File: config.mk
export PLATFORM = sky130hd
export DESIGN_NAME = nmpr_scale
export DESIGN_NICKNAME = d
export VERILOG_FILES = /design/src/rtl/core/nmpr_pkg.sv /design/src/rtl/core/nmpr_scale.sv
export SDC_FILE = /design/constraint.sdc
export NUM_CORES = 2
export LEC_CHECK = 0
export CELL_PAD_IN_SITES_DETAIL_PLACEMENT = 0
export CELL_PAD_IN_SITES_GLOBAL_PLACEMENT = 2
export CORE_MARGIN = 5
export CORE_UTILIZATION = 25
export CTS_BUF_LIST = sky130_fd_sc_hd__clkbuf_8
export DETAILED_ROUTE_END_ITERATION = 10
export DONT_BUFFER_PORTS = 1
export PLACE_DENSITY_LB_ADDON = 0.15
export SETUP_SLACK_MARGIN = 0.02
export SYNTH_ARGS = -nofsm -noshare
export SYNTH_HDL_FRONTEND = slang
export SYNTH_SLANG_ARGS = --single-unit
File: constraint.sdc
create_clock -name clk_i -period 6.1 [get_ports clk_i]
set_input_delay 0 -clock clk_i [delete_from_list [all_inputs] [get_ports clk_i]]
set_output_delay 0 -clock clk_i [all_outputs]
set_load 0.05 [all_outputs]
File: src/rtl/core/nmpr_pkg.sv
package nmpr_pkg;

  // Pixel channel width and derived arithmetic widths
  localparam int PIX_W   = 8;
  localparam int PIX_MAX = (2 ** PIX_W) - 1;
  localparam int LGT_W   = 16;               // Q1.14 light component
  localparam int CFG_W   = LGT_W;            // widest register
  localparam int IDX_W   = 3;
  localparam int NRM_W   = PIX_W + 2;        // signed decoded normal component
  localparam int PRD_W   = NRM_W + LGT_W;    // one signed product
  localparam int DOT_W   = PRD_W + 2;        // signed sum of three products
  localparam int MAG_W   = DOT_W - 1;        // magnitude of a positive dot product
  localparam int REM_W   = PIX_W + MAG_W;    // channel times numerator
  localparam int Q_W     = PIX_W + 1;        // quotient bits, top one is saturation

  localparam logic [PIX_W-1:0] SHADOW_BLUE = PIX_W'(2 ** (PIX_W - 2));

  // Register indexes
  localparam logic [IDX_W-1:0] REG_VIEW_MODE   = 3'd0;
  localparam logic [IDX_W-1:0] REG_OLD_LIGHT_X = 3'd1;
  localparam logic [IDX_W-1:0] REG_OLD_LIGHT_Y = 3'd2;
  localparam logic [IDX_W-1:0] REG_OLD_LIGHT_Z = 3'd3;
  localparam logic [IDX_W-1:0] REG_NEW_LIGHT_X = 3'd4;
  localparam logic [IDX_W-1:0] REG_NEW_LIGHT_Y = 3'd5;
  localparam logic [IDX_W-1:0] REG_NEW_LIGHT_Z = 3'd6;

  // View modes; the unused code behaves as relight
  localparam logic [1:0] MODE_NEEDLE  = 2'd0;
  localparam logic [1:0] MODE_IMAGE   = 2'd1;
  localparam logic [1:0] MODE_RELIGHT = 2'd2;

  typedef struct packed {
    logic [PIX_W-1:0] needle_red;
    logic [PIX_W-1:0] needle_green;
    logic [PIX_W-1:0] needle_blue;
    logic [PIX_W-1:0] image_red;
    logic [PIX_W-1:0] image_green;
    logic [PIX_W-1:0] image_blue;
  } in_pix_t;

  typedef struct packed {
    logic [PIX_W-1:0] out_red;
    logic [PIX_W-1:0] out_green;
    logic [PIX_W-1:0] out_blue;
  } out_pix_t;

  typedef struct packed {
    logic [LGT_W-1:0] x;
    logic [LGT_W-1:0] y;
    logic [LGT_W-1:0] z;
  } light_t;

  // Side information carried down the pipe with each pixel
  typedef struct packed {
    logic                  pass;    // copy pix straight out
    logic                  shadow;  // old shading not positive
    logic [2:0][PIX_W-1:0] pix;     // [0] red, [1] green, [2] blue
  } side_t;

  typedef logic [2:0][REM_W-1:0] rem3_t;
  typedef logic [2:0][Q_W-1:0]   q3_t;

endpackage

File: src/rtl/core/nmpr_scale.sv
module nmpr_scale (
  input  logic                                clk_i,
  input  logic                                en_i,
  input  logic signed [nmpr_pkg::DOT_W-1:0]   dot_old_i,
  input  logic signed [nmpr_pkg::DOT_W-1:0]   dot_new_i,
  input  nmpr_pkg::side_t                     side_i,
  output nmpr_pkg::rem3_t                     rem_o,
  output logic [nmpr_pkg::MAG_W-1:0]          den_o,
  output nmpr_pkg::side_t                     side_o
);

  logic [nmpr_pkg::MAG_W-1:0] num;
  nmpr_pkg::rem3_t            rem_d;
  nmpr_pkg::side_t            side_d;

  // Negative new shading gives a zero numerator, hence a zero channel
  always_comb begin
    num = (dot_new_i > 0) ? dot_new_i[nmpr_pkg::MAG_W-1:0] : '0;
    for (int l = 0; l < 3; l++) begin
      rem_d[l] = nmpr_pkg::REM_W'(side_i.pix[l]) * nmpr_pkg::REM_W'(num);
    end
    side_d        = side_i;
    side_d.shadow = !(dot_old_i > 0);
  end

  always_ff @(posedge clk_i) begin
    if (en_i) begin
      rem_o  <= rem_d;
      den_o  <= dot_old_i[nmpr_pkg::MAG_W-1:0];
      side_o <= side_d;
    end
  end

endmodule

Word-level counts from Yosys, hierarchy flattened
Index checks and enable logic that the tools add are counted.
{"block": "op_classes", "n_mul": 3, "magnitude_cmp": 2, "mux": 1, "reduce_logical": 1}
{"op": "multiplier 8 x 27 -> 35 bit", "count": 3}
{"op": "> comparator 28 x 1 -> 1 bit (second input constant)", "count": 2}
{"op": "two-way mux 27 bit", "count": 1}
{"op": "zero test 1 bit", "count": 1}
{"block": "word_totals", "ff_bits": 158, "inputBits": 84, "out_inout_bits": 158}

Logic depth before layout (Yosys ltp)
{"block": "depth", "word_depth": 3, "ltp_mapped": 25}

Worst setup path after synthesis
No wires, ideal clock.
{"block": "synth_path", "path_kind": "input port to flip-flop", "startpoint": "input port dot_new_i[0] in the netlist's numbering", "endpoint": "register rem_o[33] in the netlist's numbering, data pin", "setup_ps": 274, "arrival_ps": 5200, "required_ps": 5826, "path_slack_ps": 626, "cell_stages": 21, "path_cell_list": "nor4_1 and4_1 a41oi_1 clkbuf_1 clkbuf_1 clkbuf_1 and3_1 fa_1 fa_1 fa_1 inv_1 fa_1 inv_1 ha_1 a21o_1 o31ai_2 o21ai_2 a221o_1 a41oi_1 o41ai_1 xor2_1"}
{"item": "start, declared", "line_no": "nmpr_scale.sv:5", "text": "input logic signed [nmpr_pkg::DOT_W-1:0] dot_new_i,"}
{"item": "end signal, assigned", "line_no": "nmpr_scale.sv:28", "text": "rem_o <= rem_d;"}
{"item": "end, declared", "line_no": "nmpr_scale.sv:7", "text": "output nmpr_pkg::rem3_t rem_o,"}

==> impl_metrics.env <==
export IMPL_run_status="finished clean"
export IMPL_p_leak_nw=14.4
export IMPL_hpwlAfterDp_um=61300
export IMPL_instances_no_fill=3992
export IMPL_p_total_w=0.00772
export IMPL_cp_slowest_stage_delay_ns=0.53
export IMPL_worstSetupPathType="primary input to register"
export IMPL_die_y_um=329
export IMPL_drt_iter0_markers=1029
export IMPL_whs_endpoint="den_o[14]$_DFFE_PP_"
export IMPL_dr_pass1_iters=5
export IMPL_critPathTopFamily="adder cells"
export IMPL_whs_ns=0.0792
export IMPL_netlist_instances=2605
export IMPL_fin_nets=3306
export IMPL_cts_setup_buffers=0
export IMPL_period_share=0.892
export IMPL_required_ns=6.45
export IMPL_cts_root_buf="clkbuf_8"
export IMPL_grt_overflow=0
export IMPL_gp_congestion=0.741
export IMPL_postSynthAreaPerCell_um2=9.78
export IMPL_clk_pin_slew_ns=0.11
export IMPL_ant_nets=0
export IMPL_die_x_um=329
export IMPL_wire_per_inst_um=21.7
export IMPL_clk_path_buf_depth=2
export IMPL_path_cells="nor4_1 > a41oi_4 > buf_12 > and3_1 > fa_1 > fa_1 > fa_1 > inv_1 > fa_1 > inv_1 > ha_1 > o21a_1 > o21ai_0 > a32oi_1 > buf_4 > a221oi_1 > nor2_1 > a2111oi_0 > o21bai_1 > xor2_1"
export IMPL_path_common_cell="fa_1"
export IMPL_grt_start_max_net_pins=159
export IMPL_die_area_um2=108000
export IMPL_slowest_stage="fa_1"
export IMPL_postCtsHoldBufs=87
export IMPL_power_density_nw_per_um2=272
export IMPL_initial_core_util=0.251
export IMPL_end_kind="register"
export IMPL_cap_violations=0
export IMPL_max_freq_mhz=184
export IMPL_mostFrequentLayoutCells="and3_1, inv_1, fa_1"
export IMPL_worst_slack_ns=0.660
export IMPL_grt_use_total=0.164
export IMPL_cts_tree="done"
export IMPL_clock_sinks=158
export IMPL_placed_cells=3869
export IMPL_ys_flop_type="edfxtp_1"
export IMPL_syn_nets=3304
export IMPL_io_buffers=0
export IMPL_setup_viol=0
export IMPL_hold_start="dot_old_i[14]"
export IMPL_finalMaxSlewViolations=0
export IMPL_holdPathStages=1
export IMPL_grt_pass1_wl_um=134000
export IMPL_ys_seq_area_frac=0.186
export IMPL_yosysWarnings=0
export IMPL_rsz0062_at_grt="no"
export IMPL_viasPerCell=4.68
export IMPL_grt_antenna_before_repair=7
export IMPL_drt_wl_total_um=86500
export IMPL_htree_levels=4
export IMPL_netlist_area_um2=25500
export IMPL_relSlewSlack=0.345
export IMPL_period_needed_ns=5.44
export IMPL_cts_buffers=17
export IMPL_crit_buf_inv=4
export IMPL_hold_path_class="primary input to register"
export IMPL_finalHoldViolations=0
export IMPL_worst_slew_pin_slew_ns=0.982
export IMPL_cp_max_fo=77
export IMPL_synth_enable_flop_cells=158
export IMPL_critPathArrivalTime_ns=5.79
export IMPL_mostFrequentLayoutCell="and3_1"
export IMPL_ys_seq_elements=158
export IMPL_fp_coreArea_um2=101000
export IMPL_num_rows=117
export IMPL_drive_above_1_share=0.0443
export IMPL_grt_pass1_vias=21247
export IMPL_vdd_drop_max_mv=0.175
export IMPL_vias=18679
export IMPL_synthArstFlopShare=0
export IMPL_drc_errors=0
export IMPL_cp_start_kind="primary input"
export IMPL_synth_distinct_cells=64
export IMPL_post_cts_resized=0
export IMPL_pre_cts_slack_ns=0.00723
export IMPL_synthToLayoutAreaGrowth_pct=11.6
export IMPL_io_pins=242
-- cell families (layout without fill, tap and decap cells) --
logic type / Yosys count / count (layout) / share of synthesized area
AOI/OAI and AO/OA: 270 / 270 / 0.0702
xor gates and xnor gates: 86 / 86 / 0.0296
adders and majority gates: 615 / 615 / 0.435
buffers and inverters: 627 / 642 / 0.0927
DFF: 158 / 158 / 0.186
other: 0 / 4 / 0
and+or+nand+nor: 849 / 849 / 0.187
-- state kept, by name, summed over array words and instances (netlist names) --
name / flops
rem_o: 105
den_o: 27
side_o: 26
-- where the power goes --
| part | switching, W | total [W] | leakage [nW] | internal, W |
|---|---|---|---|---|
| Clock | 0.000555 | 0.000865 | 0.201 | 0.000310 |
| Combinational | 0.00226 | 0.00393 | 12.6 | 0.00166 |
| Sequential | 0.00123 | 0.00293 | 1.54 | 0.00170 |
-- per-layer routing --
| layer | share of wire | global-route usage | vias to the layer above |
|---|---|---|---|
| li1 | - | - | 8499 |
| met5 | 0 | 0 | - |
| met2 | 0.49 | 0.284 | 350 |
| met1 | 0.43 | 0.208 | 9749 |
| met4 | 0.032 | 0.0532 | 0 |
| met3 | 0.039 | 0.0286 | 81 |
-- cell type report --
type / instances / area [µm²]
Fill cell: 10711 / 73000
Multi-Input combinational cell: 1820 / 18400
Sequential cell: 158 / 4740
Tap cell: 1368 / 1710
Inverter: 454 / 1700
Timing Repair Buffer: 156 / 1470
Clock buffer: 17 / 234
Clock inverter: 15 / 173
Antenna cell: 4 / 10.0
-- Yosys cell counts (all sizes together), types with 2 or more instances --
cell	count	area share
a21oi	78	0.015
a21boi	3	0.00088
a41oi	3	0.0010
edfxtp	158	0.19
a21o	39	0.012
or2	4	0.00098
nor4	12	0.0029
ha	165	0.081
inv	454	0.067
nand2b	9	0.0022
a211oi	7	0.0021
or3	3	0.00074
o31a	3	0.0010
and3	455	0.11
and2	82	0.020
a211o	4	0.0014
xor2	31	0.011
o2111ai	2	0.00069
o22ai	2	0.00049
and4	3	0.0010
fa	450	0.35
o221ai	2	0.00093
buf	5	0.0010
nand2	153	0.023
o31ai	4	0.0014
nor2b	10	0.0025
o21ai	51	0.010
o21bai	12	0.0035
a221oi	4	0.0019
nor3	10	0.0022
a2111oi	7	0.0034
a311oi	2	0.00069
clkbuf	168	0.025
a31oi	16	0.0039
nand4	11	0.0027
xnor2	55	0.019
nand3	45	0.0088
o211ai	5	0.0015
a31o	2	0.00069
o21a	16	0.0047
nor2	49	0.0072
-- worst max path at each step --
stage | startpoint | end | slack [ns] | cells past startpoint
global route | dot_new_i[23] | rem_o[69]$_DFFE_PP_ | 0.26 | 21
CTS | dot_new_i[6] | rem_o[69]$_DFFE_PP_ | 0.68 | 20
floorplan | dot_new_i[0] | rem_o[33]$_DFFE_PP_ | 0.63 | 21
finish | dot_new_i[10] | rem_o[54]$_DFFE_PP_ | 0.66 | 20
global placement | dot_new_i[0] | rem_o[69]$_DFFE_PP_ | -0.007 | 21
detailed placement | dot_new_i[6] | rem_o[69]$_DFFE_PP_ | 0.007 | 20
-- stage by stage --
| stage | util | instance area (µm²) | TNS (ns) |
|---|---|---|---|
| after global placement | 0.267 | 27100 | -0.00745 |
| final | 0.280 | 28400 | 0 |
| after detailed placement | 0.267 | 27100 | 0 |
| after floorplan | - | 25500 | 0 |
| after CTS | 0.280 | 28400 | 0 |
| after global routing | 0.280 | 28400 | 0 |
(Power assumes the default switching activity.)
