`src/rtl/core/nmpr_pkg.sv`:
```
package nmpr_pkg;

  // Pixel channel width and derived arithmetic widths
  localparam int PIX_W   = 8;
  localparam int PIX_MAX = (2 ** PIX_W) - 1;
  localparam int LGT_W   = 16;               // Q1.14 light component
  localparam int CFG_W   = LGT_W;            // widest register
  localparam int IDX_W   = 3;
  localparam int NRM_W   = PIX_W + 2;        // signed decoded normal component
  localparam int PRD_W   = NRM_W + LGT_W;    // one signed product
  localparam int DOT_W   = PRD_W + 2;        // signed sum of three products
  localparam int MAG_W   = DOT_W - 1;        // magnitude of a positive dot product
  localparam int REM_W   = PIX_W + MAG_W;    // channel times numerator
  localparam int Q_W     = PIX_W + 1;        // quotient bits, top one is saturation

  localparam logic [PIX_W-1:0] SHADOW_BLUE = PIX_W'(2 ** (PIX_W - 2));

  // Register indexes
  localparam logic [IDX_W-1:0] REG_VIEW_MODE   = 3'd0;
  localparam logic [IDX_W-1:0] REG_OLD_LIGHT_X = 3'd1;
  localparam logic [IDX_W-1:0] REG_OLD_LIGHT_Y = 3'd2;
  localparam logic [IDX_W-1:0] REG_OLD_LIGHT_Z = 3'd3;
  localparam logic [IDX_W-1:0] REG_NEW_LIGHT_X = 3'd4;
  localparam logic [IDX_W-1:0] REG_NEW_LIGHT_Y = 3'd5;
  localparam logic [IDX_W-1:0] REG_NEW_LIGHT_Z = 3'd6;

  // View modes; the unused code behaves as relight
  localparam logic [1:0] MODE_NEEDLE  = 2'd0;
  localparam logic [1:0] MODE_IMAGE   = 2'd1;
  localparam logic [1:0] MODE_RELIGHT = 2'd2;

  typedef struct packed {
    logic [PIX_W-1:0] needle_red;
    logic [PIX_W-1:0] needle_green;
    logic [PIX_W-1:0] needle_blue;
    logic [PIX_W-1:0] image_red;
    logic [PIX_W-1:0] image_green;
    logic [PIX_W-1:0] image_blue;
  } in_pix_t;

  typedef struct packed {
    logic [PIX_W-1:0] out_red;
    logic [PIX_W-1:0] out_green;
    logic [PIX_W-1:0] out_blue;
  } out_pix_t;

  typedef struct packed {
    logic [LGT_W-1:0] x;
    logic [LGT_W-1:0] y;
    logic [LGT_W-1:0] z;
  } light_t;

  // Side information carried down the pipe with each pixel
  typedef struct packed {
    logic                  pass;    // copy pix straight out
    logic                  shadow;  // old shading not positive
    logic [2:0][PIX_W-1:0] pix;     // [0] red, [1] green, [2] blue
  } side_t;

  typedef logic [2:0][REM_W-1:0] rem3_t;
  typedef logic [2:0][Q_W-1:0]   q3_t;

endpackage

```
`src/rtl/core/nmpr_dot.sv`:
```
module nmpr_dot (
  input  logic                                clk_i,
  input  logic                                en1_i,
  input  logic                                en2_i,
  input  nmpr_pkg::in_pix_t                   pix_i,
  input  logic [1:0]                          mode_i,
  input  nmpr_pkg::light_t                    old_light_i,
  input  nmpr_pkg::light_t                    new_light_i,
  output logic signed [nmpr_pkg::DOT_W-1:0]   dot_old_o,
  output logic signed [nmpr_pkg::DOT_W-1:0]   dot_new_o,
  output nmpr_pkg::side_t                     side_o
);

  logic signed [nmpr_pkg::NRM_W-1:0] nx, ny, nz;
  logic signed [nmpr_pkg::PRD_W-1:0] po_d [3];
  logic signed [nmpr_pkg::PRD_W-1:0] pn_d [3];
  logic signed [nmpr_pkg::PRD_W-1:0] po_q [3];
  logic signed [nmpr_pkg::PRD_W-1:0] pn_q [3];
  nmpr_pkg::side_t                   side_d, side1_q;
  logic signed [nmpr_pkg::DOT_W-1:0] dot_old_d, dot_new_d;

  // Decode normal and form the six products
  always_comb begin
    nx = $signed({1'b0, pix_i.needle_red, 1'b0})
       - $signed(nmpr_pkg::NRM_W'(nmpr_pkg::PIX_MAX));
    ny = $signed({1'b0, pix_i.needle_green, 1'b0})
       - $signed(nmpr_pkg::NRM_W'(nmpr_pkg::PIX_MAX));
    nz = $signed({2'b00, pix_i.needle_blue});
    po_d[0] = nx * $signed(old_light_i.x);
    po_d[1] = ny * $signed(old_light_i.y);
    po_d[2] = nz * $signed(old_light_i.z);
    pn_d[0] = nx * $signed(new_light_i.x);
    pn_d[1] = ny * $signed(new_light_i.y);
    pn_d[2] = nz * $signed(new_light_i.z);
  end

  // Pass modes pick their pixel here; relight carries the image pixel
  always_comb begin
    side_d.pass   = (mode_i == nmpr_pkg::MODE_NEEDLE) || (mode_i == nmpr_pkg::MODE_IMAGE);
    side_d.shadow = 1'b0;
    if (mode_i == nmpr_pkg::MODE_NEEDLE) begin
      side_d.pix = {pix_i.needle_blue, pix_i.needle_green, pix_i.needle_red};
    end else begin
      side_d.pix = {pix_i.image_blue, pix_i.image_green, pix_i.image_red};
    end
  end

  always_ff @(posedge clk_i) begin
    if (en1_i) begin
      po_q    <= po_d;
      pn_q    <= pn_d;
      side1_q <= side_d;
    end
  end

  // Sum the products
  always_comb begin
    dot_old_d = nmpr_pkg::DOT_W'(po_q[0]) + nmpr_pkg::DOT_W'(po_q[1])
              + nmpr_pkg::DOT_W'(po_q[2]);
    dot_new_d = nmpr_pkg::DOT_W'(pn_q[0]) + nmpr_pkg::DOT_W'(pn_q[1])
              + nmpr_pkg::DOT_W'(pn_q[2]);
  end

  always_ff @(posedge clk_i) begin
    if (en2_i) begin
      dot_old_o <= dot_old_d;
      dot_new_o <= dot_new_d;
      side_o    <= side1_q;
    end
  end

endmodule

```
`config.mk`:
```
export PLATFORM = sky130hd
export DESIGN_NAME = nmpr_dot
export DESIGN_NICKNAME = d
export VERILOG_FILES = /design/src/rtl/core/nmpr_pkg.sv /design/src/rtl/core/nmpr_dot.sv
export SDC_FILE = /design/constraint.sdc
export NUM_CORES = 2
export LEC_CHECK = 0
export BUFFER_PORTS_ARGS = -buffer_cell sky130_fd_sc_hd__buf_2
export CAP_MARGIN = 20
export CELL_PAD_IN_SITES_DETAIL_PLACEMENT = 0
export CELL_PAD_IN_SITES_GLOBAL_PLACEMENT = 1
export CORE_UTILIZATION = 46
export CTS_CLUSTER_SIZE = 24
export DETAILED_ROUTE_END_ITERATION = 16
export PLACE_DENSITY_LB_ADDON = 0.1
export SYNTH_ARGS = -nofsm -noshare
export SYNTH_HDL_FRONTEND = slang
export SYNTH_SLANG_ARGS = --single-unit
```
`constraint.sdc`:
```
create_clock -name clk_i -period 6.69 [get_ports clk_i]
set_input_delay 1.338 -clock clk_i [delete_from_list [all_inputs] [get_ports clk_i]]
set_output_delay 1.338 -clock clk_i [all_outputs]
set_load 0.03 [all_outputs]
```
* Word-level counts from Yosys, hierarchy flattened *
Cells that the tools add are included.

word-level totals
  output and inout port bits = 82
  bits in registers = 260
  logic and storage cells = 32
  bits of input ports = 149

cells by class
  add/subtract/negate cells = 6
  reductions and logical operators = 2
  eq/ne operators = 1
  multiply operators = 6
  muxes and demuxes = 1

operators with widths
  kind                                                count
  multiplier 10 x 16 -> 26 bit                        4
  adder 27 x 25 -> 28 bit                             2
  adder 26 x 26 -> 27 bit                             2
  multiplier 9 x 16 -> 25 bit                         2
  2-to-1 mux 24 bit                                   1
  subtractor 9 x 8 -> 10 bit (second input constant)  2
  == test 2 x 1 -> 1 bit (second input constant)      1
  logical NOT 2 bit                                   1
  logical OR 1 bit                                    1

* Longest topological paths before layout *
  depth in word-level cells = 2
  mapped depth = 21
  gate-level depth less buffers = 20

* Worst setup path before layout *
Ideal clock, no wire load.

  path kind = input-to-reg
  start point = input pix_i[39] in the netlist's numbering
  end point = register po_q[50] in the netlist's numbering, data pin
  buffers on the path = 2
  library setup time = 0.271 ns
  required time = 6.419 ns
  cell stages on the path = 21
  slack = -0.097 ns
  data arrival time = 6.517 ns
  cell sequence = clkbuf_1 clkbuf_1 inv_1 nand2_1 fa_1 fa_1 inv_1 fa_1 fa_1 inv_1 fa_1 inv_1 ha_1 or4_4 o21ai_2 a21oi_2 a41o_1 o311a_1 o31ai_4 mux2i_1 o2111ai_1

RTL lines
  what                  line            RTL
  start, declared       nmpr_dot.sv:5   input nmpr_pkg::in_pix_t pix_i,
  end signal, assigned  nmpr_dot.sv:50  po_q <= po_d;
  end, declared         nmpr_dot.sv:17  logic signed [nmpr_pkg::PRD_W-1:0] po_q [3];

==> impl_metrics.xml <==
<?xml version="1.0" encoding="UTF-8"?>
<metrics>
  <group name="status">
    <metric name="result_of_the_run" unit="">finished, final reports clean</metric>
  </group>
  <group name="finish">
    <metric name="nNetsFinal" unit="">6227</metric>
    <metric name="multi_input_comb_area" unit="um^2">31600</metric>
    <metric name="post_route_cells_drive_above_1_share" unit="%">12.1</metric>
    <metric name="ff_latch_area" unit="um^2">7810</metric>
    <metric name="syn2layout_area_growth" unit="%">12.4</metric>
    <metric name="fillers" unit="">8932</metric>
    <metric name="postLayoutCoreUtil" unit="%">52.2</metric>
  </group>
  <group name="worst_setup_path">
    <metric name="largest_stage_delay_worst_path" unit="ns">0.55</metric>
    <metric name="timing.critical_path.to_type" unit="">flip-flop</metric>
    <metric name="timing.critical_path.cells" unit="">buf_2 -&gt; buf_4 -&gt; nand2_1 -&gt; fa_1 -&gt; inv_1 -&gt; fa_1 -&gt; fa_1 -&gt; fa_1 -&gt; inv_1 -&gt; fa_1 -&gt; inv_1 -&gt; ha_1 -&gt; a21oi_1 -&gt; o21ai_0 -&gt; a41o_1 -&gt; o32a_1 -&gt; o311ai_0 -&gt; a21oi_1 -&gt; a311o_1</metric>
    <metric name="cpMostUsedCell" unit="">fa_1</metric>
    <metric name="critical-path-slowest-cell" unit="">fa_1</metric>
    <metric name="worstPathArrival" unit="ns">6.60</metric>
    <metric name="timing.critical_path.required" unit="ns">7.03</metric>
    <metric name="critical_path_class" unit="">input port to flip-flop</metric>
    <metric name="critPathMaxFanout" unit="">12</metric>
    <metric name="worstSetupStartpointType" unit="">input port</metric>
  </group>
  <group name="clocking">
    <metric name="cts_setup_buffers" unit="">0</metric>
    <metric name="clock_insertion_delay_worst_skew" unit="ns">0.60</metric>
    <metric name="clkTransAtPathRegs" unit="ns">0.06</metric>
    <metric name="cts.sink_count" unit="">260</metric>
    <metric name="ctsResizeCount" unit="">0</metric>
    <metric name="number_of_clock_buffers_inserted_by_tritoncts" unit="">37</metric>
    <metric name="holdBufCountCts" unit="">0</metric>
    <metric name="clock-root-buffer" unit="">clkbuf_16</metric>
    <metric name="tritoncts" unit="">built</metric>
    <metric name="cts_buffer_depth" unit="">3</metric>
    <metric name="htree_num_levels" unit="">2</metric>
  </group>
  <group name="logic_synthesis">
    <metric name="postSynthRegisterBits" unit="">260</metric>
    <metric name="synth_cells" unit="">4500</metric>
    <metric name="netlist_area" unit="um^2">44100</metric>
    <metric name="netlist-cell-type-count" unit="">79</metric>
    <metric name="yosys_warnings" unit="">0</metric>
    <metric name="seq_area_frac_synth" unit="%">17.7</metric>
    <metric name="synth-edff-count" unit="">260</metric>
    <metric name="async_reset_ff_share" unit="%">0</metric>
    <metric name="yosys_most_used_dff" unit="">edfxtp_1</metric>
    <metric name="synth.avg_cell_area" unit="um^2">9.79</metric>
    <metric name="syn_nets" unit="">5859</metric>
  </group>
  <group name="global_route">
    <metric name="antenna_found_initial" unit="">7</metric>
    <metric name="first_global_vias" unit="">31600</metric>
    <metric name="grt-ovfl-total" unit="">0</metric>
    <metric name="grt_start_max_net_pins" unit="">97</metric>
    <metric name="first_pass_grt_wire_length" unit="mm">172</metric>
    <metric name="overall_routing_resource_usage" unit="%">22.8</metric>
  </group>
  <group name="die">
    <metric name="fp.dieH" unit="um">311</metric>
    <metric name="row_count" unit="">113</metric>
    <metric name="die-area" unit="um^2">97000</metric>
    <metric name="boundaryPins" unit="">231</metric>
    <metric name="coreArea" unit="um^2">94900</metric>
    <metric name="die_w" unit="um">311</metric>
    <metric name="initial_utilization" unit="%">46.4</metric>
  </group>
  <group name="worst_hold_path">
    <metric name="type_of_the_most_critical_hold_path" unit="">flip-flop to flip-flop</metric>
  </group>
  <group name="run">
    <metric name="max-cap-violations" unit="">0</metric>
  </group>
  <group name="timing">
    <metric name="slew_violations" unit="">0</metric>
    <metric name="skew" unit="ns">0.0179</metric>
    <metric name="tightest_slew" unit="ns">0.891</metric>
    <metric name="report.final.hold_viol_count" unit="">0</metric>
    <metric name="rsz0062_at_grt" unit="">no</metric>
    <metric name="final.period_utilization" unit="%">93.6</metric>
    <metric name="setup_viol" unit="">0</metric>
    <metric name="fin_crit" unit="ns">6.26</metric>
    <metric name="slew-limit-headroom" unit="%">40.5</metric>
    <metric name="fmax" unit="MHz">160</metric>
  </group>
  <group name="routing">
    <metric name="viasPerCell" unit="">4.91</metric>
    <metric name="drcViolationCount" unit="">0</metric>
    <metric name="first_iter_violations" unit="">1475</metric>
    <metric name="route.antenna.remaining_nets" unit="">0</metric>
    <metric name="routed-via-count" unit="">30300</metric>
    <metric name="routed_wl" unit="mm">106</metric>
    <metric name="wire_per_inst" unit="um">17.2</metric>
    <metric name="drt_first_pass_iters" unit="">5</metric>
  </group>
  <group name="placement">
    <metric name="hpwlAfterDp" unit="mm">89.0</metric>
    <metric name="finalWeightedCongestion" unit="">0.859</metric>
    <metric name="placement.io_buffers" unit="">229</metric>
  </group>
</metrics>
final timing paths:
| kind | slack [ns] | end | start | depth (start not counted) |
|---|---|---|---|---|
| max reg2reg | 2.51 | dot_new_o[27] | pn_q[1] | 11 |
| min reg2reg | 0.41 | side_o[4] | side1_q[4] | 0 |
| max | 0.43 | pn_q[76] | pix_i[40] | 19 |
| min | 0.41 | side_o[4] | side1_q[4] | 0 |
metal layers:
layer  GRT usage (%)  up-vias  wire length, um  share of wire (%)
met5               0        -               24              0.023
met4            6.57        4             3150                3.0
met3            3.27      108             4760                4.5
met2            37.2      502            50100                 47
met1            31.4    15100            47800                 45
li1                -    14500                -                  -
cell usage after synthesis (31+ instances only):
cell type	count	share of area [%]
o21ai_0	49	0.56
o21a_1	31	0.53
xor2_1	45	0.89
nand2_1	511	4.4
nand3_1	40	0.45
and2_1	275	3.9
edfxtp_1	260	18
clkbuf_1	129	1.1
a21oi_1	122	1.4
nor2b_1	75	1.1
a21o_1	47	0.80
inv_1	1091	9.3
nor2_1	141	1.2
xnor2_1	142	2.8
ha_1	392	11
fa_1	818	37
flip-flops by register name (all words and copies together) (netlist names):
signal,flops
po_q,77
side_o,25
dot_new_o,28
pn_q,77
side1_q,25
dot_old_o,28
cell type report:
class                           count  share of cell area (%)
Multi-Input combinational cell   3002                    63.8
Sequential cell                   260                    15.8
Inverter                         1091                    8.27
Timing Repair Buffer              476                    6.33
Tap cell                         1265                    3.20
Clock buffer                       42                    1.91
Clock inverter                     24                   0.667
Antenna cell                        5                  0.0253
stage by stage:
stage,instance area (um^2),worst slack [ns],TNS [ns],hold WS [ns],std cells
3_3_place_gp,48200,-0.0630,-0.334,0.401,6094
2_1_floorplan,44100,0.0116,0,0.400,4500
3_5_place_dp,48200,-0.149,-0.698,0.405,6094
6_report,49500,0.426,0,0.408,6165
4_1_cts,49500,0.483,0,0.403,6160
5_1_grt,49500,0.170,0,0.408,6162
worst max-delay path, delay by kind of cell:
family	cells	cell delay, ns
AO/OA/AOI/OAI	7	1.68
adder cells (fa/ha/maj)	6	2.82
buffers and inverters	5	0.66
AND/OR/NAND/NOR	1	0.09
layout by cell type, fill, tap and decap left out, types with 122 or more instances in the layout:
cell / n
xnor2_1: 142
and2_1: 275
edfxtp_1: 260
fa_1: 818
nor2_1: 140
a21oi_1: 122
nand2_1: 511
inv_1: 1091
buf_4: 238
ha_1: 392
buf_2: 227
cells by family (layout without fill, tap and decap cells):
group / Yosys count / after routing / share of synthesized area, %
multiplexers: 27 / 27 / 0.682
XOR/XNOR: 187 / 187 / 3.72
flip-flops: 260 / 260 / 17.7
adder cells (fa/ha/maj): 1210 / 1210 / 48.3
buffers and inverters: 1238 / 1633 / 10.6
AND/OR/NAND/NOR: 1178 / 1178 / 12.9
AO/OA/AOI/OAI: 399 / 399 / 6.08
other: 1 / 6 / 0.00851
Power is left out: the tool's default activity adds up to more than one toggle a clock period on the data nets, which glitch-free logic cannot reach.
