$ cat src/rtl/core/nmpr_pkg.sv
package nmpr_pkg;

  // Pixel channel width and derived arithmetic widths
  localparam int PIX_W   = 8;
  localparam int PIX_MAX = (2 ** PIX_W) - 1;
  localparam int LGT_W   = 16;               // Q1.14 light component
  localparam int CFG_W   = LGT_W;            // widest register
  localparam int IDX_W   = 3;
  localparam int NRM_W   = PIX_W + 2;        // signed decoded normal component
  localparam int PRD_W   = NRM_W + LGT_W;    // one signed product
  localparam int DOT_W   = PRD_W + 2;        // signed sum of three products
  localparam int MAG_W   = DOT_W - 1;        // magnitude of a positive dot product
  localparam int REM_W   = PIX_W + MAG_W;    // channel times numerator
  localparam int Q_W     = PIX_W + 1;        // quotient bits, top one is saturation

  localparam logic [PIX_W-1:0] SHADOW_BLUE = PIX_W'(2 ** (PIX_W - 2));

  // Register indexes
  localparam logic [IDX_W-1:0] REG_VIEW_MODE   = 3'd0;
  localparam logic [IDX_W-1:0] REG_OLD_LIGHT_X = 3'd1;
  localparam logic [IDX_W-1:0] REG_OLD_LIGHT_Y = 3'd2;
  localparam logic [IDX_W-1:0] REG_OLD_LIGHT_Z = 3'd3;
  localparam logic [IDX_W-1:0] REG_NEW_LIGHT_X = 3'd4;
  localparam logic [IDX_W-1:0] REG_NEW_LIGHT_Y = 3'd5;
  localparam logic [IDX_W-1:0] REG_NEW_LIGHT_Z = 3'd6;

  // View modes; the unused code behaves as relight
  localparam logic [1:0] MODE_NEEDLE  = 2'd0;
  localparam logic [1:0] MODE_IMAGE   = 2'd1;
  localparam logic [1:0] MODE_RELIGHT = 2'd2;

  typedef struct packed {
    logic [PIX_W-1:0] needle_red;
    logic [PIX_W-1:0] needle_green;
    logic [PIX_W-1:0] needle_blue;
    logic [PIX_W-1:0] image_red;
    logic [PIX_W-1:0] image_green;
    logic [PIX_W-1:0] image_blue;
  } in_pix_t;

  typedef struct packed {
    logic [PIX_W-1:0] out_red;
    logic [PIX_W-1:0] out_green;
    logic [PIX_W-1:0] out_blue;
  } out_pix_t;

  typedef struct packed {
    logic [LGT_W-1:0] x;
    logic [LGT_W-1:0] y;
    logic [LGT_W-1:0] z;
  } light_t;

  // Side information carried down the pipe with each pixel
  typedef struct packed {
    logic                  pass;    // copy pix straight out
    logic                  shadow;  // old shading not positive
    logic [2:0][PIX_W-1:0] pix;     // [0] red, [1] green, [2] blue
  } side_t;

  typedef logic [2:0][REM_W-1:0] rem3_t;
  typedef logic [2:0][Q_W-1:0]   q3_t;

endpackage

$ cat src/rtl/core/nmpr_div_step.sv
module nmpr_div_step #(
  parameter int SHIFT = 0
) (
  input  logic                        clk_i,
  input  logic                        en_i,
  input  nmpr_pkg::rem3_t             rem_i,
  input  nmpr_pkg::q3_t               q_i,
  input  logic [nmpr_pkg::MAG_W-1:0]  den_i,
  input  nmpr_pkg::side_t             side_i,
  output nmpr_pkg::rem3_t             rem_o,
  output nmpr_pkg::q3_t               q_o,
  output logic [nmpr_pkg::MAG_W-1:0]  den_o,
  output nmpr_pkg::side_t             side_o
);

  logic [nmpr_pkg::REM_W-1:0] dsh;
  logic [2:0]                 qbit;
  nmpr_pkg::rem3_t            rem_d;
  nmpr_pkg::q3_t              q_d;

  // One restoring step per lane: compare with the shifted divisor
  always_comb begin
    dsh = nmpr_pkg::REM_W'(den_i) << SHIFT;
    for (int l = 0; l < 3; l++) begin
      qbit[l]  = (rem_i[l] >= dsh);
      rem_d[l] = qbit[l] ? (rem_i[l] - dsh) : rem_i[l];
      q_d[l]   = {q_i[l][nmpr_pkg::Q_W-2:0], qbit[l]};
    end
  end

  always_ff @(posedge clk_i) begin
    if (en_i) begin
      rem_o  <= rem_d;
      q_o    <= q_d;
      den_o  <= den_i;
      side_o <= side_i;
    end
  end

endmodule

$ cat config.mk
export PLATFORM = sky130hd
export DESIGN_NAME = nmpr_div_step
export DESIGN_NICKNAME = d
export VERILOG_FILES = /design/src/rtl/core/nmpr_pkg.sv /design/src/rtl/core/nmpr_div_step.sv
export SDC_FILE = /design/constraint.sdc
export NUM_CORES = 1
export LEC_CHECK = 0
export BUFFER_PORTS_ARGS = -buffer_cell sky130_fd_sc_hd__buf_2
export CORE_UTILIZATION = 41
export DETAILED_ROUTE_END_ITERATION = 6
export GPL_ROUTABILITY_DRIVEN = 0
export PLACE_DENSITY = 0.72
export RECOVER_POWER = 25
export REMOVE_ABC_BUFFERS = 1
export SETUP_SLACK_MARGIN = 0.02
export SYNTH_ARGS = -nofsm -noshare
export SYNTH_HDL_FRONTEND = slang
export SYNTH_SLANG_ARGS = --single-unit
$ cat constraint.sdc
create_clock -name clk_i -period 4.9 [get_ports clk_i]
set_input_delay 0.245 -clock clk_i [delete_from_list [all_inputs] [get_ports clk_i]]
set_output_delay 0.245 -clock clk_i [all_outputs]
set_load 0.03 [all_outputs]
After elaboration in Yosys (flattened, before gate mapping)
Index checks and enable logic that the tools add are counted.
- $add $sub $neg: 3
- order comparisons: 3
- mux-type cells: 3
- operators with widths (cell ; count):
    $ge A35 B27 Y1 ; 3
    $mux W35 ; 3
    $sub A35 B27 Y35 ; 3
- register bits after elaboration: 185
- word-level logic and storage cells: 21

Logic depth before layout (Yosys ltp)
Gate-level depths: netlist of run 1.
- depth after elaboration: 2
- gate-level depth with buffers: 14
- mapped depth without buffers: 13

Worst setup path before layout of run 1
No wires, ideal clock.
- kind: input to register
- start: in den_i[1] (netlist name)
- end: reg rem_o[71] (netlist name) (data pin)
- arrival time: 2.676 ns
- slack: 1.962 ns
- cell stages on the path: 11
- buffers on the path: 1
- cell sequence: inv_1 ha_1 nor2b_1 o31a_2 o2111ai_1 a21oi_1 and2b_1 a2111o_1 o21ai_2 buf_6 mux2_1
- RTL lines (item ; RTL line ; text):
    start, declared ; nmpr_div_step.sv:8 ; input logic [nmpr_pkg::MAG_W-1:0] den_i,
    end signal, assigned ; nmpr_div_step.sv:33 ; rem_o <= rem_d;
    end, declared ; nmpr_div_step.sv:10 ; output nmpr_pkg::rem3_t rem_o,

==> results of run 1 <==
power groups by stage:
stage | sequential, W | clock [W] | combinational [W]
floorplan | 0.00245 | 0 | 0.000592
global placement | 0.00205 | 0 | 0.00142
detailed placement | 0.00205 | 0 | 0.00144
CTS | 0.00202 | 0.00142 | 0.00149
global route | 0.00204 | 0.00148 | 0.00161
finish | 0.00202 | 0.00139 | 0.00150
how the worst max path moves through the flow:
stage          depth (start not counted)      start        end
2_1_floorplan                         10  den_i[18]  rem_o[68]
3_3_place_gp                          12   den_i[1]  rem_o[90]
3_5_place_dp                          12   den_i[1]  rem_o[90]
4_1_cts                               13   den_i[1]  rem_o[90]
5_1_grt                               13   den_i[1]  rem_o[90]
6_report                              13   den_i[1]  rem_o[90]
cell usage after synthesis, types with 4 or more instances:
| cell type | number | area [µm²] |
|---|---|---|
| o21ai_1 | 9 | 45.04 |
| o21a_1 | 6 | 45.04 |
| o31ai_1 | 8 | 60.06 |
| and2_1 | 6 | 37.54 |
| a21o_1 | 43 | 322.8 |
| nor2_1 | 64 | 240.2 |
| nand4_1 | 12 | 75.07 |
| a21oi_1 | 104 | 520.5 |
| xor2_1 | 39 | 341.6 |
| o211ai_1 | 8 | 60.06 |
| a311o_1 | 4 | 40.04 |
| nor2b_1 | 6 | 37.54 |
| buf_6 | 6 | 67.56 |
| buf_2 | 8 | 40.04 |
| nor3_1 | 15 | 75.07 |
| a21boi_0 | 4 | 30.03 |
| clkbuf_1 | 11 | 41.29 |
| xnor2_1 | 50 | 437.9 |
| nand3_1 | 14 | 70.07 |
| nor4_1 | 6 | 37.54 |
| nand2b_1 | 16 | 100.1 |
| nand2_1 | 106 | 397.9 |
| ha_1 | 81 | 1013 |
| inv_1 | 56 | 210.2 |
| o21bai_1 | 12 | 90.09 |
| edfxtp_1 | 185 | 5555 |
| and3_1 | 5 | 31.28 |
| mux2_2 | 7 | 78.83 |
| or3_1 | 4 | 25.02 |
| a31oi_1 | 9 | 56.30 |
| o21ai_0 | 73 | 365.4 |
| a211oi_1 | 8 | 60.06 |
| o21ai_2 | 12 | 105.1 |
kinds of logic (layout without fill, tap and decap cells):
group / Yosys count / count (layout)
flops: 185 / 185
compound gates: 331 / 331
buf+inv: 85 / 531
other cells: 0 / 6
mux: 13 / 13
fa+ha+maj: 84 / 84
xor+xnor: 89 / 89
simple gates: 274 / 274
state kept, by name (all words and copies together), names as in the netlist:
signal / flops
rem_o: 105
den_o: 27
q_o: 27
side_o: 26
metrics by stage:
step | worst slack [ps] | hold WS [ps] | total power, W | instance area, µm² | utilization (%)
floorplan | 809.6 | 343.9 | 0.003039 | 11180 | -
global placement | 1187 | 421.9 | 0.003478 | 13520 | 50.03
detailed placement | 1130 | 423.1 | 0.003497 | 13520 | 50.03
CTS | 1034 | 0.4529 | 0.004935 | 14750 | 54.57
global route | 883.3 | 51.04 | 0.005131 | 14760 | 54.61
finish | 1027 | 58.25 | 0.004912 | 14760 | 54.63
routing by layer:
metal | global-route usage (%) | vias to the layer above | routed length, µm
met3 | 4.255 | 39 | 1869
met1 | 27.92 | 4679 | 14160
li1 | - | 4840 | -
met4 | 8.103 | 0 | 820
met5 | 0 | - | 0
met2 | 42.07 | 328 | 17340
repair_timing:
action,4_1_cts,5_1_grt
hold endpoints to repair,65,3
setup endpoints to repair,0,0
hold buffers,65,3
cell type report:
type	instances	share of cell area, %
multi-input combinational	791	36.77
antenna	6	0.1017
clock buffer	18	2.907
inverter	57	1.449
timing repair buffer	442	17.24
clock inverter	14	1.009
sequential	185	37.63
tap	341	2.890
==> run metrics, run 1 <==
status=finished, final reports clean; largest family of logic cells by synthesized area=compound AO/OA/AOI/OAI gates; RSZ-0062 raised after global routing=no; Max Fclk=between 200 and 300 MHz; Worst-path clk slew=around 80 ps; syn_area_per_cell=around 11 µm²; Post-synth EDFFs=185; setup TNS=0 ps; Pleak=roughly 6.3 nW; cell internal pwr=around 0.0032 W; multiplexer area fraction after synthesis=under 10%; number of global-route vias before repair=about 9,400; Max-cap violations=0; overall die height=roughly 170 µm; PortBufs=roughly 370; Seq/Total Area, Yosys=48.95%; Hold Crit Class=in2reg; hold path startpoint=den_i[6]; post-synthesis simple-gate area fraction=11.51%; Routed WL=34.19 mm; Ports=between 300 and 400; post-synthesis xor/xnor area fraction=between 6 and 7%; via count=roughly 9,900; final max-slew violation count=0; Clk pwr share=approximately 28%; DIE AREA=28,350 µm²; Tcrit/Tclk final=between 70% and 80%; placed cells=roughly 1,700; Synth cell types=77; # setup viols final=0; required time of the critical path=~5100 ps; Final Hold Vio Count=0; P&R area growth vs syn=30.07%; Slew headroom=30.94%; most common cell after layout, fill and taps aside=buf_2; P_sw=around 0.0017 W; sw frac=between 30% and 40%; Worst Hold Path EP=den_o[6]; CTS tree=done; slowest cell on the critical path=dlygate4sd3_1; Post-Syn Area=around 11,000 µm²; Worst Path Buf+Inv=4; first-pass GRT wire length=a little over 50 mm; Cells after Synth=1,061; post-CTS sizing=0; crit-path leading delay family=compound AO/OA/AOI/OAI gates; adder-cell area share of the yosys netlist=9.459%; Root Buffer=clkbuf_16; Synth Warn #=0; minimum clock period=just under 4000 ps; area of the multi-input gates=about 5400 µm²; maximum ir drop on the vdd rail=approximately 210 µV; largest net degree at the start of global routing=95; drt pass-1 iters=5; Die Wd=between 150 and 200 µm; Max clock buf depth=2; crit path kind=in2reg; crit-path cells=dlygate4sd3_1 -> clkbuf_2 -> inv_1 -> ha_1 -> nor2b_1 -> o31a_2 -> o2111ai_1 -> a21oi_1 -> and2b_1 -> a2111o_1 -> o21ai_4 -> buf_4 -> o21ai_0; core box area=roughly 27,000 µm²; Seq. cell area=roughly 5600 µm²; share of cells above drive strength 1=approximately 28%; Final Net Count=approximately 1,800; starting density of the core=42.00%; vias per inst=5.332; Wirelength per Cell=18.44 µm; asr flop ratio synth=0%; final non-filler cell total=1,854; most frequent cells in the layout=340 x buf_2, 185 x edfxtp_1, 106 x nand2_1, 104 x a21oi_1, 81 x ha_1; CTS buffer count=17; Final ANT Viol Nets=0; Critical Path AT=just over 4000 ps; Fillers=2,385; Yosys reg bits=around 190; crit path launch type=input pin; DRC=0; row cnt=60; ys flop type=edfxtp_1; sequential share of power=41.2%; initial antenna violation count=6; Power per Cell Area=332.7 nW/µm²; CP Capture Type=flop; Critical Path Fanout Max=39; Compound-Gate Fraction of Synth Area=18.61%; gr usage total=a little under a quarter; Post-CTS Setup Bufs=0; Sink Count=approximately 190; CTS H-tree lvls=4; GRT overflow=0; Worst Max-Slew Pin Slew=~1000 ps; initial DRC count=around 620; hold path cells=1; crit-path max cell delay=roughly 530 ps; Final HPWL DP=between 20 and 30 mm; Gate power share=30.5%
(Power assumes the default switching activity.)
==> run 2, diff against run 1 <==
Clock period 4.9 ns to 4.1 ns, I/O delays scaled along.
==> run metrics, run 2 (synthesis gave the netlist of run 1 again) <==
initial antenna violation count=4 (-2); starting density of the core=42.00% (unchanged); # setup viols final=0 (unchanged); post-CTS sizing=0 (unchanged); max reg flops=105 (unchanged); core box area=27,030 µm² (unchanged); P&R area growth vs syn=31.25%; global route hottest layer=met2; vias per inst=5.331 (about the same); Fillers=2,315 (-2.9%); initial DRC count=587 (-5.5%); Worst Max-Slew Pin Slew=3084 ps (+2052 ps); Max clock buf depth=2 (unchanged); CTS buffer count=17 (unchanged); Worst Hold Path EP=rem_o[70]; final non-filler cell total=1,863 (+0.49%); most common cell after layout, fill and taps aside=buf_2; most frequent cells in the layout=341 x buf_2, 185 x edfxtp_1, 106 x nand2_1, 104 x a21oi_1, 81 x ha_1; PortBufs=368 (unchanged); crit path kind=in2reg; Largest Register=rem_o; status=finished with violations; via count=9,932 (+0.47%); minimum clock period=between 3000 and 4000 ps; drt pass-1 iters=5 (unchanged); Seq. cell area=5555 µm² (unchanged); largest registers=rem_o (105), den_o (27), q_o (27); maximum ir drop on the vdd rail=229.1 µV (+9.3%); row cnt=60 (unchanged); Max Fclk=270.1 MHz; first-pass GRT wire length=50.65 mm (-0.14%); Final Hold Vio Count=0 (unchanged); Post-CTS Hold Buffers=76 (+17%); Power per Cell Area=396.3 nW/µm² (+19%); CTS H-tree lvls=4 (unchanged); hold path cells=3 (+2); crit path launch type=input pin; DIE AREA=28,350 µm² (unchanged); required time of the critical path=4270 ps (-780 ps); final core utilization=55.12% (+0.50 points); Worst Path Buf+Inv=4 (unchanged); met2 Track Usage GR=42.40% (+0.32 points); Root Buffer=clkbuf_16; number of global-route vias before repair=9,565 (+1.3%); Final ANT Viol Nets=0 (unchanged); Post-CTS Setup Bufs=0 (unchanged); placed cells=1,751 (+0.17%); CTS tree=done; Die Wd=168.4 µm (unchanged); violated checks=capacitance limit, slew limit; crit-path max cell delay=580 ps (+50 ps); CP Capture Type=flop; Final Net Count=1,776 (+0.62%); Pleak=6.392 nW (+1.0%); area of the multi-input gates=5429 µm² (unchanged); RSZ-0062 raised after global routing=no; Ports=372 (unchanged); hold path startpoint=rem_i[70]; slowest cell on the critical path=dlygate4sd3_1; Hold Crit Class=in2reg; Critical Path Fanout Max=32 (-18%); Routed WL=33.82 mm (-1.1%); GR Util met3=4.772% (+0.52 points); Wirelength per Cell=18.15 µm (-1.6%); Final HPWL DP=25.57 mm (-0.55%); crit-path cells=dlygate4sd3_1 -> clkbuf_1 -> inv_1 -> ha_1 -> a21oi_1 -> o21ai_0 -> a2111oi_2 -> a21oi_1 -> and2b_1 -> a2111o_1 -> o21ai_4 -> buf_4 -> o21ai_0; largest net degree at the start of global routing=118 (+24%); gr usage total=23.35% (-0.043 points); Worst-path clk slew=80 ps (about the same); GRT overflow=0 (unchanged); worst hold slack=58.46 ps (+0.2116 ps); setup TNS=0 ps (unchanged); overall die height=168.4 µm (unchanged); final max-slew violation count=117 (+117); Sink Count=185 (unchanged); grt met1 use=27.30% (-0.62 points); Tcrit/Tclk final=between 90% and 100%; Critical Path AT=3870 ps (-160 ps); crit-path leading delay family=compound AO/OA/AOI/OAI gates; Slew headroom=-105.6% (-140 points); Max-cap violations=1 (+1); DRC=0 (unchanged); share of cells above drive strength 1=27.60% (-0.069 points)
-- run 2: cell type report --
type	instances	area share (%)
clock buffers	17	2.856
multi-input cells	791	36.44
inverters	57	1.436
flip-flops and latches	185	37.29
repair buffers	453	17.87
well taps	341	2.864
diodes	4	0.06719
clock inverters	15	1.167
-- run 2: routing by layer --
layer  up-vias  part of all wire [%]
li1       4863                     -
met1      4672                    40
met2       349                    50
met3        48                   6.2
met4         0                   2.9
met5         -                     0
-- run 2: stage by stage --
step                      power, W  area (µm²)  setup WS [ps]
after global placement    0.004157       13570          610.7
after floorplan           0.003632       11180          49.65
after detailed placement  0.004178       13570          539.5
after global routing      0.006160       14890          226.2
after CTS                 0.005933       14930          443.6
final                     0.005903       14900          397.7
-- run 2: how the worst max path moves through the flow --
stage	depth (start not counted)	end	start
3_5_place_dp	12	rem_o[90]	den_i[18]
4_1_cts	13	rem_o[90]	den_i[18]
6_report	13	rem_o[90]	den_i[14]
2_1_floorplan	10	rem_o[68]	den_i[18]
3_3_place_gp	12	rem_o[90]	den_i[18]
5_1_grt	13	rem_o[90]	den_i[18]
-- run 2: report_power, final --
| part | leakage, nW | switching (W) | internal (W) |
|---|---|---|---|
| Sequential | 1.81 | 0.0000531 | 0.00237 |
| Clock | 0.292 | 0.000860 | 0.000829 |
| Combinational | 4.29 | 0.00116 | 0.000631 |
